==> config.mk <==
export PLATFORM = sky130hd
export DESIGN_NAME = rcc_fifo
export DESIGN_NICKNAME = d
export VERILOG_FILES = /design/src/hdl/rcc_pkg.sv /design/src/hdl/rcc_fifo.sv
export SDC_FILE = /design/constraint.sdc
export NUM_CORES = 1
export LEC_CHECK = 0
export ABC_AREA = 1
export BUFFER_PORTS_ARGS = -buffer_cell sky130_fd_sc_hd__clkbuf_2
export CORE_MARGIN = 1
export CORE_UTILIZATION = 51
export CTS_BUF_LIST = sky130_fd_sc_hd__clkbuf_16
export CTS_CLUSTER_DIAMETER = 50
export CTS_CLUSTER_SIZE = 8
export DETAILED_ROUTE_END_ITERATION = 12
export GPL_TIMING_DRIVEN = 0
export HOLD_SLACK_MARGIN = 0.1
export PLACE_DENSITY = 0.75
export SETUP_SLACK_MARGIN = 0.2
export SLEW_MARGIN = 20
export SYNTH_ARGS = -nofsm -noshare
export SYNTH_HDL_FRONTEND = slang
export SYNTH_SLANG_ARGS = --single-unit
==> constraint.sdc <==
create_clock -name aclk -period 2.9 [get_ports aclk]
set_clock_uncertainty 0.15 [all_clocks]
set_input_delay 0.435 -clock aclk [delete_from_list [all_inputs] [get_ports aclk]]
set_output_delay 0.435 -clock aclk [all_outputs]
set_load 0.01 [all_outputs]
==> src/hdl/rcc_pkg.sv <==
// Shared constants, types and codes for the 3x3 RGB convolution block.
// No dependencies; imported by every module of the block but rcc_ram.
package rcc_pkg;

    localparam int MAX_WIDTH  = 2048;
    localparam int MAX_HEIGHT = 4096;

    localparam int CFG_W_BITS = 12;
    localparam int CFG_H_BITS = 13;
    localparam int KTOP_BITS  = 48;
    localparam int KBOT_BITS  = 24;
    localparam int DIV_BITS   = 8;

    localparam int W_BITS = $clog2(MAX_WIDTH + 1);
    localparam int H_BITS = $clog2(MAX_HEIGHT + 1);
    localparam int X_BITS = $clog2(MAX_WIDTH);
    localparam int Y_BITS = $clog2(MAX_HEIGHT);

    localparam int FIFO_DEPTH = 4;
    localparam int RING_BITS  = $clog2(2 * MAX_WIDTH + 4 + 2 * FIFO_DEPTH);
    localparam int RING_DEPTH = 1 << RING_BITS;

    localparam int CH_BITS    = 8;
    localparam int PIX_BITS   = 3 * CH_BITS;
    localparam int COEF_BITS  = 8;
    localparam int TAPS       = 9;
    localparam int KERN_BITS  = TAPS * COEF_BITS;
    localparam int PROD_BITS  = CH_BITS + 1 + COEF_BITS;
    localparam int ACC_BITS   = PROD_BITS + 4;
    localparam int STEP_BITS  = 4;
    localparam int QBIT_BITS  = 3;

    localparam int CFG_IDX_BITS  = 3;
    localparam int CFG_DATA_BITS = 48;

    localparam logic [CFG_IDX_BITS-1:0] REG_WIDTH  = 3'd0;
    localparam logic [CFG_IDX_BITS-1:0] REG_HEIGHT = 3'd1;
    localparam logic [CFG_IDX_BITS-1:0] REG_KTOP   = 3'd2;
    localparam logic [CFG_IDX_BITS-1:0] REG_KBOT   = 3'd3;
    localparam logic [CFG_IDX_BITS-1:0] REG_DIV    = 3'd4;

    localparam logic OP_PIXEL = 1'b0;
    localparam logic OP_FLUSH = 1'b1;

    typedef struct packed {
        logic [RING_BITS-1:0] q;
        logic [X_BITS-1:0]    x;
        logic [Y_BITS-1:0]    y;
        logic                 eof;
    } job_t;

    typedef enum logic [2:0] {
        B_IDLE,
        B_MAC,
        B_PREP,
        B_DIV,
        B_OUT
    } back_state_t;

endpackage

==> src/hdl/rcc_fifo.sv <==
// Short job queue between the front and back ends of the convolution.
// Depends on rcc_pkg for the job type and depth.
module rcc_fifo (
    input  logic          aclk,
    input  logic          aresetn,
    input  logic          push,
    input  rcc_pkg::job_t push_job,
    output logic          full,
    input  logic          pop,
    output rcc_pkg::job_t pop_job,
    output logic          empty
);
    import rcc_pkg::*;

    localparam int PTR_BITS = $clog2(FIFO_DEPTH);
    localparam int CNT_BITS = $clog2(FIFO_DEPTH + 1);

    job_t                slot_reg [FIFO_DEPTH];
    logic [PTR_BITS-1:0] wr_reg, wr_next;
    logic [PTR_BITS-1:0] rd_reg, rd_next;
    logic [CNT_BITS-1:0] cnt_reg, cnt_next;

    assign full    = (cnt_reg == CNT_BITS'(FIFO_DEPTH));
    assign empty   = (cnt_reg == '0);
    assign pop_job = slot_reg[rd_reg];

    always_comb begin
        wr_next  = (push && !full) ? wr_reg + 1'b1 : wr_reg;
        rd_next  = (pop && !empty) ? rd_reg + 1'b1 : rd_reg;
        cnt_next = cnt_reg;
        if ((push && !full) && !(pop && !empty)) begin
            cnt_next = cnt_reg + 1'b1;
        end else if (!(push && !full) && (pop && !empty)) begin
            cnt_next = cnt_reg - 1'b1;
        end
    end

    always_ff @(posedge aclk) begin
        if (push && !full) begin
            slot_reg[wr_reg] <= push_job;
        end
    end

    always_ff @(posedge aclk) begin
        if (!aresetn) begin
            wr_reg  <= '0;
            rd_reg  <= '0;
            cnt_reg <= '0;
        end else begin
            wr_reg  <= wr_next;
            rd_reg  <= rd_next;
            cnt_reg <= cnt_next;
        end
    end
endmodule

# After elaboration in Yosys (flattened, before gate mapping)
# Memory sizes are Yosys's and may differ from the RTL's. A register that Yosys moved wholly into a read port is not among the register bits.
# Cells that the tools add are included.
# Widths: inputs -> output; s select.
[totals]
output_inout_bits = 39
input_bits = 41
n_memories = 1
ram_bits = 148
register_bits = 7
[classes]
n_reduce_logical = 10
add_sub_neg = 4
n_mux = 6
n_eq_ne = 1
[mem_list]
columns = ["name", "depth", "width", "rd", "rd_clocked_by_memory_dff", "wr", "line_no", "source"]
rows = [
  ["slot_reg", 4, 37, 1, 1, 1, "rcc_fifo.sv:18", "job_t slot_reg [FIFO_DEPTH];"],
]
[op_table]
columns = ["op", "n"]
rows = [
  ["$mux 3", 2],
  ["$add 2x1->2 const B", 2],
  ["$logic_and 1x1->1", 4],
  ["$logic_not 1->1", 4],
  ["$mux 2", 2],
  ["$add 3x1->3 const B", 1],
  ["$eq 3x3->1 const B", 1],
  ["$logic_not 3->1", 1],
  ["$sub 3x1->3 const B", 1],
  ["$mux 1", 2],
  ["$reduce_bool 2->1", 1],
]

# Logic depth before layout (Yosys ltp)
# Gate-level depths: netlist of the first run.
[depth]
word_depth = 7
depth_mapped = 13

# Worst setup path before layout of the first run
# No wires, ideal clock.
[synth_path]
path_kind = "reg-to-reg"
from = "reg cnt_reg[0]"
to = "mem slot_reg[0][0] in the netlist's numbering (enable)"
stages_incl_launch_ff = 5
period_less_slack_ns = 2.802
setup_slack_ns = 0.098
arrival_ns = 2.221
setup_ns = 0.431
cell_sequence = "dfxtp_1 > nor2_1 > nand2_1 > nand2_1 > nor2_1"
[synth_via]
elab_chain_cells = 5
[synth_lines]
columns = ["item", "line_no", "source"]
rows = [
  ["start: declaration", "rcc_fifo.sv:21", "logic [CNT_BITS-1:0] cnt_reg, cnt_next;"],
  ["start signal: assignment", "rcc_fifo.sv:52", "cnt_reg <= cnt_next;"],
  ["$eq 3x3->1", "rcc_fifo.sv:23", "assign full = (cnt_reg == CNT_BITS'(FIFO_DEPTH));"],
  ["$logic_not 1->1", "rcc_fifo.sv:39", "if (push && !full) begin"],
  ["$logic_and 1x1->1", "rcc_fifo.sv:39", ""],
  ["$mux 1", "rcc_fifo.sv:39", ""],
  ["$mux 1 (not written as such)", "rcc_fifo.sv:40", "slot_reg[wr_reg] <= push_job;"],
  ["end: declaration", "rcc_fifo.sv:18", ""],
]
# No other way between the ends.

==> results of run 1 <==
==> path summary, 6_finish.rpt <==
check | endpoint | start | depth (start not counted) | slack [ns]
min | slot_reg[2][0] | push_job[0] | 1 | 0.11
max reg2reg | cnt_reg[1] | cnt_reg[1] | 9 | 0.60
min reg2reg | wr_reg[1] | wr_reg[1] | 2 | 0.38
max | pop_job[34] | flop | 5 | 0.28
==> layer usage <==
metal / routed length, µm / vias up / track usage
li1: - / 1853 / -
met1: 4990 / 1899 / 0.256
met2: 6520 / 138 / 0.376
met3: 793 / 13 / 0.0588
met4: 122 / 0 / 0.0752
met5: 0 / - / 0
==> through the flow <==
step,power [µW],utilization
2_1_floorplan,3850,-
3_3_place_gp,4440,0.574
3_5_place_dp,4540,0.586
4_1_cts,6990,0.674
5_1_grt,7280,0.674
6_report,6960,0.674
==> worst max-delay path: stages, from the launching register on <==
cell	delay [ns]
dfxtp_1	0.32
inv_1	0.26
clkbuf_1	0.43
o21ai_0	0.22
o22ai_1	0.22
clkbuf_2	0.18
==> cell usage after synthesis <==
cell type	n	area, µm²
o22ai_1	37	231
o21ai_0	47	235
inv_1	17	63.8
nand3b_1	1	7.51
edfxtp_1	148	4440
clkbuf_1	9	33.8
o21ai_1	28	140
buf_6	8	90.1
nand3_1	4	20.0
fa_1	1	20.0
inv_2	1	3.75
dfxtp_1	9	180
xor2_1	1	8.76
ha_1	5	62.6
clkbuf_2	1	5.00
buf_2	4	20.0
a21oi_1	3	15.0
nand2_1	15	56.3
nor2_1	88	330
buf_4	1	7.51
==> cells in the final DEF (no fill, tap or decap), drive strengths merged <==
master / Yosys / layout
edfxtp: 148 / 148
nand3: 4 / 4
a21oi: 3 / 3
o22ai: 37 / 37
inv: 18 / 20
buf: 13 / 17
clkbuf: 10 / 106
nor2: 88 / 88
nand2: 15 / 15
o21ai: 75 / 75
clkinvlp: 0 / 1
xor2: 1 / 1
bufinv: 0 / 6
ha: 5 / 5
dfxtp: 9 / 9
fa: 1 / 1
clkinv: 0 / 6
nand3b: 1 / 1
dlygate4sd3: 0 / 35
==> area by class of cell <==
class / count / area share
Inverter: 18 / 0.00878
Clock buffer: 17 / 0.0553
Timing Repair Buffer: 118 / 0.111
Sequential cell: 157 / 0.601
Clock inverter: 15 / 0.0296
Multi-Input combinational cell: 230 / 0.150
Tap cell: 143 / 0.0233
Buffer: 23 / 0.0203
==> cells by family (layout without fill, tap and decap cells) <==
| family | Yosys count | in the layout |
|---|---|---|
| XOR/XNOR | 1 | 1 |
| buffers and inverters | 41 | 191 |
| adder cells (fa/ha/maj) | 6 | 6 |
| AO/OA/AOI/OAI | 115 | 115 |
| AND/OR/NAND/NOR | 108 | 108 |
| flip-flops | 157 | 157 |
==> power groups by stage <==
stage / combinational [µW] / clock [µW] / sequential, µW
after floorplan: 980 / 0 / 2870
after global placement: 1550 / 0 / 2890
after detailed placement: 1670 / 0 / 2880
after CTS: 1720 / 2440 / 2830
after global routing: 1880 / 2550 / 2850
final: 1700 / 2430 / 2840
==> flow_metrics.tcl, run 1 <==
set metrics [dict create \
    status "complete, no violations" \
    layout_setup_ws_ns 0.281 \
    ant_nets 0 \
    synth_top_family_by_area "compound AO/OA/AOI/OAI gates" \
    p_comb_frac 0.244 \
    p_leak_uw 0.00286 \
    synth_fa_ha_area_frac 0.0138 \
    synthesis.nets 475 \
    hp-class "in2reg" \
    numCtsBuffers 17 \
    worstMarginPinSlew_ns 0.697 \
    place_congestion 0.713 \
    worstSetupEndpointType "output port" \
    multi_input_area_um2 1160 \
    drc 0 \
    die_area_um2 12200 \
    die_x_um 110 \
    hold_viol 0 \
    regArea_um2 4620 \
    fillers 817 \
    die_y_um 110 \
    largest_reg_flops 148 \
    track_usage 0.215 \
    cts_setup_buffers 0 \
    num_rows 39 \
    switching_power_uw 1980 \
    grt_pass1_vias 3778 \
    hold_buffers 35 \
    cts_buffer_depth 2 \
    clock-sinks 157 \
    ys_seq_elements 157 \
    dp.cells 654 \
    max_freq_mhz 382 \
    p_per_area_nw_per_um2 905 \
    syn_area_um2 5980 \
    layout-drive-gt1-share 0.227 \
    viasPerCell 5.41 \
    wl_per_cell_um 17.2 \
    rsz0062_at_grt "no" \
    muxShareOfSynthArea 0 \
    synth_compound_area_frac 0.104 \
    slew-limit-headroom 0.534 \
    worstSkewPairLatency_ns 0.41 \
    insertedDiodeCount 0 \
    ys_types 20 \
    syn2layout_area_growth_pct 28.7 \
    final_cells 721 \
    portBuffers 79 \
    holdWs_ns 0.109 \
    yosys_warnings 0 \
    drv_cap 0 \
    start_util 0.523 \
    antenna_found_initial 0 \
    worst-setup-path-type "reg2out" \
    htreeDepth 4 \
    grt_max_degree 21 \
    place_ws_ns 0.596 \
    fin_crit_sh 0.903 \
    intPower_uw 4980 \
    nets 612 \
    cts-root-buf "clkbuf_16" \
    post_synth.cell_area_avg_um2 14.0 \
    critPathRequiredTime_ns 2.32 \
    finalInstanceArea_um2 7690 \
    cts_resized 0 \
    clock_power_share 0.349 \
    slew_violations 0 \
    via_count 3903 \
    path_max_fanout 10 \
    dr.pass1.iters 4 \
    start_kind "flop" \
    grt_pass1_wl_um 18600 \
    placed_area_um2 6690 \
    period_needed_ns 2.62 \
    cts.reportedPaths.clkPinSlew_ns 0.06 \
    drt_iter0_drc 297 \
    setup_viol 0 \
    ioPinCount 80 \
    power_frac_seq 0.407 \
    dp_hpwl_um 7480 \
    setup_tns_ns 0 \
    wirelength_um 12400 \
    synthCells 428 \
    synth-xor-area-share 0.00147 \
    tritoncts "yes" \
    peakVddDrop_mv 0.741 \
    coreArea_um2 11400 \
    synth_seq_area_share 0.774 \
    p_sw_frac 0.285 \
    synth_simple_gate_area_share 0.0693 \
    cp_data_arrival_time_ns 2.03 \
    grt.overflow.total 0 \
]
No activity file was read; power rests on OpenSTA's default activity.
==> run 2: changes to the inputs <==
Settings changed: ABC_AREA 1 to 0, CELL_PAD_IN_SITES_DETAIL_PLACEMENT from default to 1, CELL_PAD_IN_SITES_GLOBAL_PLACEMENT from default to 1, CORE_UTILIZATION 51 to 45, SKIP_CTS_REPAIR_TIMING from default to 1.
==> run 2 against run 1 <==
Synthesized area shrank 1.9%. Register-to-register slack lost 0.06 ns. Worst hold slack lost 0.0062 ns. Flip-flop and latch count is the same. Count of clock-buffer cells in the layout is the same. Clock power shrank 13%. Routed wire length shrank 15%. Critical path depth shrank 1. Maximum frequency grew 7.8%. Final cell count shrank 23%. Largest cell class unchanged.
==> flow_metrics.tcl, run 2 <==
set metrics [dict create \
    clock-sinks 157 \
    path_max_fanout 10 \
    async_reset_ff_frac 0 \
    fin_crit_sh 0.838 \
    synth_top_area_frac 0.758 \
    die_y_um 116 \
    worstMarginPinSlew_ns 0.582 \
    wl_per_cell_um 18.9 \
    track_usage 0.168 \
    p_total_uw 6510 \
    synth-xor-area-share 0.00598 \
    syn2layout_area_growth_pct 27.1 \
    reg2reg_depth 9 \
    drt_iter0_drc 137 \
    placed_area_um2 6560 \
    synth_top_family_by_area "multiplexers" \
    layout-drive-gt1-share 0.405 \
    worstSkewPairLatency_ns 0.41 \
    ys_types 25 \
    ys_seq_elements 157 \
    grt.overflow.total 0 \
    coreArea_um2 12700 \
    post_synth.cell_area_avg_um2 24.3 \
    portBuffers 78 \
    die_x_um 116 \
    worstSetupEndpointType "output port" \
    period_needed_ns 2.43 \
    grt_pass1_vias 2923 \
    synthFlopType "edfxtp_1" \
    r2r-end "cnt_reg[2]" \
    reg2reg_slack_ns 0.54 \
    hold_viol 0 \
    regToRegStartpoint "cnt_reg[0]" \
    num_rows 41 \
    via_count 2806 \
    start_util 0.463 \
    peakVddDrop_mv 0.403 \
    whs_path_depth 1 \
    start_kind "flop" \
    worst-setup-path-type "reg2out" \
    synthesis.nets 288 \
    rsz0062_at_grt "no" \
    synthTopCellsByCount "148 x edfxtp_1, 34 x mux4_2, 9 x dfxtp_1" \
    setup_viol 0 \
    layout_common_cells "148 x edfxtp_1, 79 x clkbuf_2, 34 x mux4_2, 33 x dlygate4sd3_1, 17 x clkbuf_16" \
    largest_reg_flops 148 \
    holdPathEnd "slot_reg[1][36]" \
    p_leak_uw 0.00261 \
    synthCells 241 \
    p_per_area_nw_per_um2 874 \
    htreeDepth 4 \
    synth_simple_gate_area_share 0.0173 \
    max_freq_mhz 412 \
    wirelength_um 10500 \
    synth_fa_ha_area_frac 0.0141 \
    status "complete, no violations" \
    dr.pass1.iters 4 \
    hp-class "in2reg" \
    synth.most_common_cell "edfxtp_1" \
    critPathRequiredTime_ns 2.32 \
    cp_data_arrival_time_ns 1.85 \
    cts.reportedPaths.clkPinSlew_ns 0.06 \
    antenna_found_initial 0 \
    viasPerCell 5.04 \
    syn_area_um2 5860 \
    tritoncts "yes" \
    synth_area_leader_cell "edfxtp_1" \
    finalInstanceArea_um2 7450 \
    grt_pass1_wl_um 15700 \
    synth_compound_area_frac 0.00576 \
    ioPinCount 80 \
    nets 422 \
    drc 0 \
    place_congestion 0.663 \
    grt_max_degree 26 \
    synth-edff-count 148 \
    yosys_warnings 0 \
    muxShareOfSynthArea 0.149 \
    synth_seq_area_share 0.789 \
    cts_buffer_depth 2 \
    numCtsBuffers 17 \
    hold_start "push_job[36]" \
    final_common_cell "edfxtp_1" \
    die_area_um2 13500 \
    insertedDiodeCount 0 \
    drv_cap 0 \
    synthTopCellsByArea "edfxtp_1 76%, mux4_2 13%, dfxtp_1 3.1%" \
    cts-root-buf "clkbuf_16" \
    dp_hpwl_um 6330 \
    ant_nets 0 \
    slew-limit-headroom 0.612 \
    slew_violations 0 \
]
==> run 2: cell count changes after synthesis, sizes merged, moves of 11 or more <==
| cell | before | now |
|---|---|---|
| inv | 18 | 3 |
| mux4 | 0 | 37 |
| nand2 | 15 | 4 |
| nor2 | 88 | 0 |
| o21ai | 75 | 1 |
| o22ai | 37 | 0 |
==> run 2: where the power goes <==
part | leakage (µW) | internal, µW | switching, µW
Sequential | 0.00143 | 2760 | 84.3
Clock | 0.000281 | 1320 | 799
Combinational | 0.000896 | 802 | 756
==> run 2: critical path: stages (launching register included) <==
cell and delay, ns:
dfxtp_1 0.31, clkbuf_2 0.26, buf_2 0.34, mux4_2 0.38
clkbuf_2 0.15
==> run 2: how the worst max path moves through the flow <==
stage / end / slack, ns / cells after the start
after floorplan: slot_reg[0][0] / 0.61 / 4
after global placement: slot_reg[0][1] / -0.18 / 4
after detailed placement: cnt_reg[2] / 0.53 / 9
after CTS: pop_job[24] / 0.42 / 4
after global routing: pop_job[24] / 0.36 / 4
final: pop_job[24] / 0.47 / 4
==> run 2: stage by stage <==
step	util	std cells	hold slack [ns]	setup WS [ns]	setup TNS, ns
global placement	0.511	491	0.329	-0.184	-25.81
global route	0.588	557	0.103	0.363	0
CTS	0.562	524	0.0697	0.425	0
detailed placement	0.518	495	0.358	0.526	0
floorplan	-	241	0.318	0.609	0
finish	0.588	557	0.103	0.470	0
==> run 2: cell type report <==
class,instances,area (µm²)
fill,1118,5220
sequential,157,4620
multi-input combinational,71,1130
timing repair buffer,115,808
clock buffer,17,425
tap,172,215
clock inverter,12,133
buffer,10,100
inverter,3,11.3
==> run 2: cell families after synthesis <==
family	Yosys count
AOI/OAI and AO/OA	4
xor gates and xnor gates	4
adders and majority gates	6
buffers and inverters	13
DFF	157
muxes	40
and+or+nand+nor	17
==> run 2: layer usage <==
| metal | share of wire | global-route usage | wire (µm) | up-vias |
|---|---|---|---|---|
| met5 | 0 | 0 | 0 | - |
| met4 | 0.016 | 0.0812 | 166 | 0 |
| met3 | 0.040 | 0.0550 | 425 | 14 |
| met2 | 0.50 | 0.271 | 5300 | 68 |
| met1 | 0.44 | 0.207 | 4620 | 1448 |
| li1 | - | - | - | 1276 |
==> run 3: changes to the inputs <==
Clock period 2.9 ns to 2.2 ns, I/O delays scaled along.
==> run 3 against run 2 <==
Critical path depth is the same. The flow now finishes with violations (setup timing). Highest routed layer unchanged. Global-route usage is essentially flat. Via count grew 3.8%. First-iteration DRC count grew 50%. Flip-flop and latch count is the same. Setup slack lost 0.53 ns. Largest cell class unchanged.
==> flow_metrics.tcl, run 3 (synthesis gave the netlist of run 2 again) <==
set metrics [dict create \
    status "finished, violations left" \
    violations "setup timing" \
    setup_viol 32 \
    whs_path_depth 3 \
    holdWs_ns 0.164 \
    met1_length_um 4660 \
    die_y_um 116 \
    p_leak_uw 0.00272 \
    largest_reg_flops 148 \
    final_common_cell "edfxtp_1" \
    ioPinCount 80 \
    grt_pass1_vias 2948 \
    grt_pass1_wl_um 15700 \
    cts-root-buf "clkbuf_16" \
    tritoncts "yes" \
    worst-setup-path-type "reg2out" \
    grt_max_degree 38 \
    peakVddDrop_mv 0.680 \
    start_kind "flop" \
    cts.reportedPaths.clkPinSlew_ns 0.06 \
    grt.overflow.total 0 \
    layout_common_cells "148 x edfxtp_1, 69 x clkbuf_2, 37 x mux4_2, 37 x dlygate4sd3_1, 21 x clkbuf_16" \
    die_x_um 116 \
    fillers 1098 \
    wirelength_um 11200 \
    insertedDiodeCount 0 \
    fin_crit_sh 1.03 \
    hold_viol 0 \
    final_cells 571 \
    critPathRequiredTime_ns 1.72 \
    portBuffers 78 \
    crit_cells 4 \
    rsz0062_at_grt "yes" \
    htreeDepth 4 \
    top_layer_used "met4" \
    reg2reg_depth 9 \
    critPathTopFamily "multiplexers" \
    layout_setup_ws_ns -0.0554 \
    numCtsBuffers 17 \
    drt_iter0_drc 206 \
    place_congestion 0.633 \
    worstSetupEndpointType "output port" \
    max_freq_mhz 443 \
    coreArea_um2 12700 \
    worstSkewPairLatency_ns 0.42 \
    slew_violations 0 \
    layout-drive-gt1-share 0.444 \
    path_cells "buf_12, clkbuf_16, mux4_2, clkbuf_2" \
    viasPerCell 5.10 \
    max_stage_delay_ns 0.51 \
    drv_cap 0 \
    hp-class "in2reg" \
    antenna_found_initial 0 \
    multi_input_area_um2 1160 \
    clock-sinks 157 \
    dp_hpwl_um 6120 \
    setup_tns_ns -0.789 \
    nets 433 \
    worstMarginPinSlew_ns 0.611 \
    p_per_area_nw_per_um2 1200 \
    met2WireLength_um 5820 \
    drc 0 \
    start_util 0.463 \
    wl_per_cell_um 19.6 \
    cts_buffer_depth 2 \
    worst_path_max_delay_cell "mux4_2" \
    cp_data_arrival_time_ns 1.78 \
    period_needed_ns 2.26 \
    path_max_fanout 8 \
    slew-limit-headroom 0.593 \
    path_buf_inv 3 \
    die_area_um2 13500 \
    num_rows 41 \
    dr_wl_met3_um 561 \
    p_total_uw 9280 \
    track_usage 0.169 \
    ant_nets 0 \
    via_count 2914 \
    dp.cells 491 \
    regArea_um2 4640 \
    dr.pass1.iters 4 \
    syn2layout_area_growth_pct 32.3 \
]
run 3: changes by cell type in the layout (fill, tap and decap cells not counted), sizes merged:
| cell | change |
|---|---|
| clkinv | +1 |
| buf | +12 |
| dlygate4sd3 | +4 |
| bufinv | +1 |
| clkbuf | -5 |
| inv | +1 |
run 3: worst paths after layout:
kind	start	end	slack, ns
setup / recovery	flop	pop_job[35]	-0.06
hold / removal	aresetn	wr_reg[1]	0.16
setup reg to reg	cnt_reg[2]	cnt_reg[2]	0.15
hold reg to reg	wr_reg[1]	wr_reg[1]	0.36
run 3: tightest hold or removal path, delay by kind of cell:
kind,cells,cell delay (ns)
buffers and inverters,1,0.19
muxes,1,0.05
and+or+nand+nor,1,0.12
run 3: area by class of cell:
| class | instances | share of cell area |
|---|---|---|
| Clock inverter | 15 | 0.0234 |
| Buffer | 10 | 0.0171 |
| Inverter | 3 | 0.00145 |
| Sequential cell | 157 | 0.598 |
| Multi-Input combinational cell | 71 | 0.149 |
| Clock buffer | 17 | 0.0548 |
| Timing Repair Buffer | 126 | 0.129 |
| Tap cell | 172 | 0.0277 |
run 3: stage by stage:
stage	utilization	cell area [µm²]	setup slack (ns)
2_1_floorplan	-	5900	0.197
3_3_place_gp	0.514	6510	-0.0456
3_5_place_dp	0.514	6510	-0.0665
4_1_cts	0.562	7120	-0.237
5_1_grt	0.612	7760	-0.106
6_report	0.612	7760	-0.0554
run 3: per-layer routing:
layer / track usage / vias up
met1: 0.198 / 1520
met2: 0.284 / 86
met3: 0.0612 / 13
met4: 0.0667 / 0
met5: 0 / -
li1: - / 1295
run 3: power by group:
| group | total, µW | internal, µW | leakage, µW | switching [µW] |
|---|---|---|---|---|
| Clock | 2990 | 1870 | 0.000310 | 1110 |
| Sequential | 3790 | 3650 | 0.00143 | 140 |
| Combinational | 2500 | 1420 | 0.000980 | 1080 |
| Total | 9280 | 6950 | 0.00272 | 2330 |
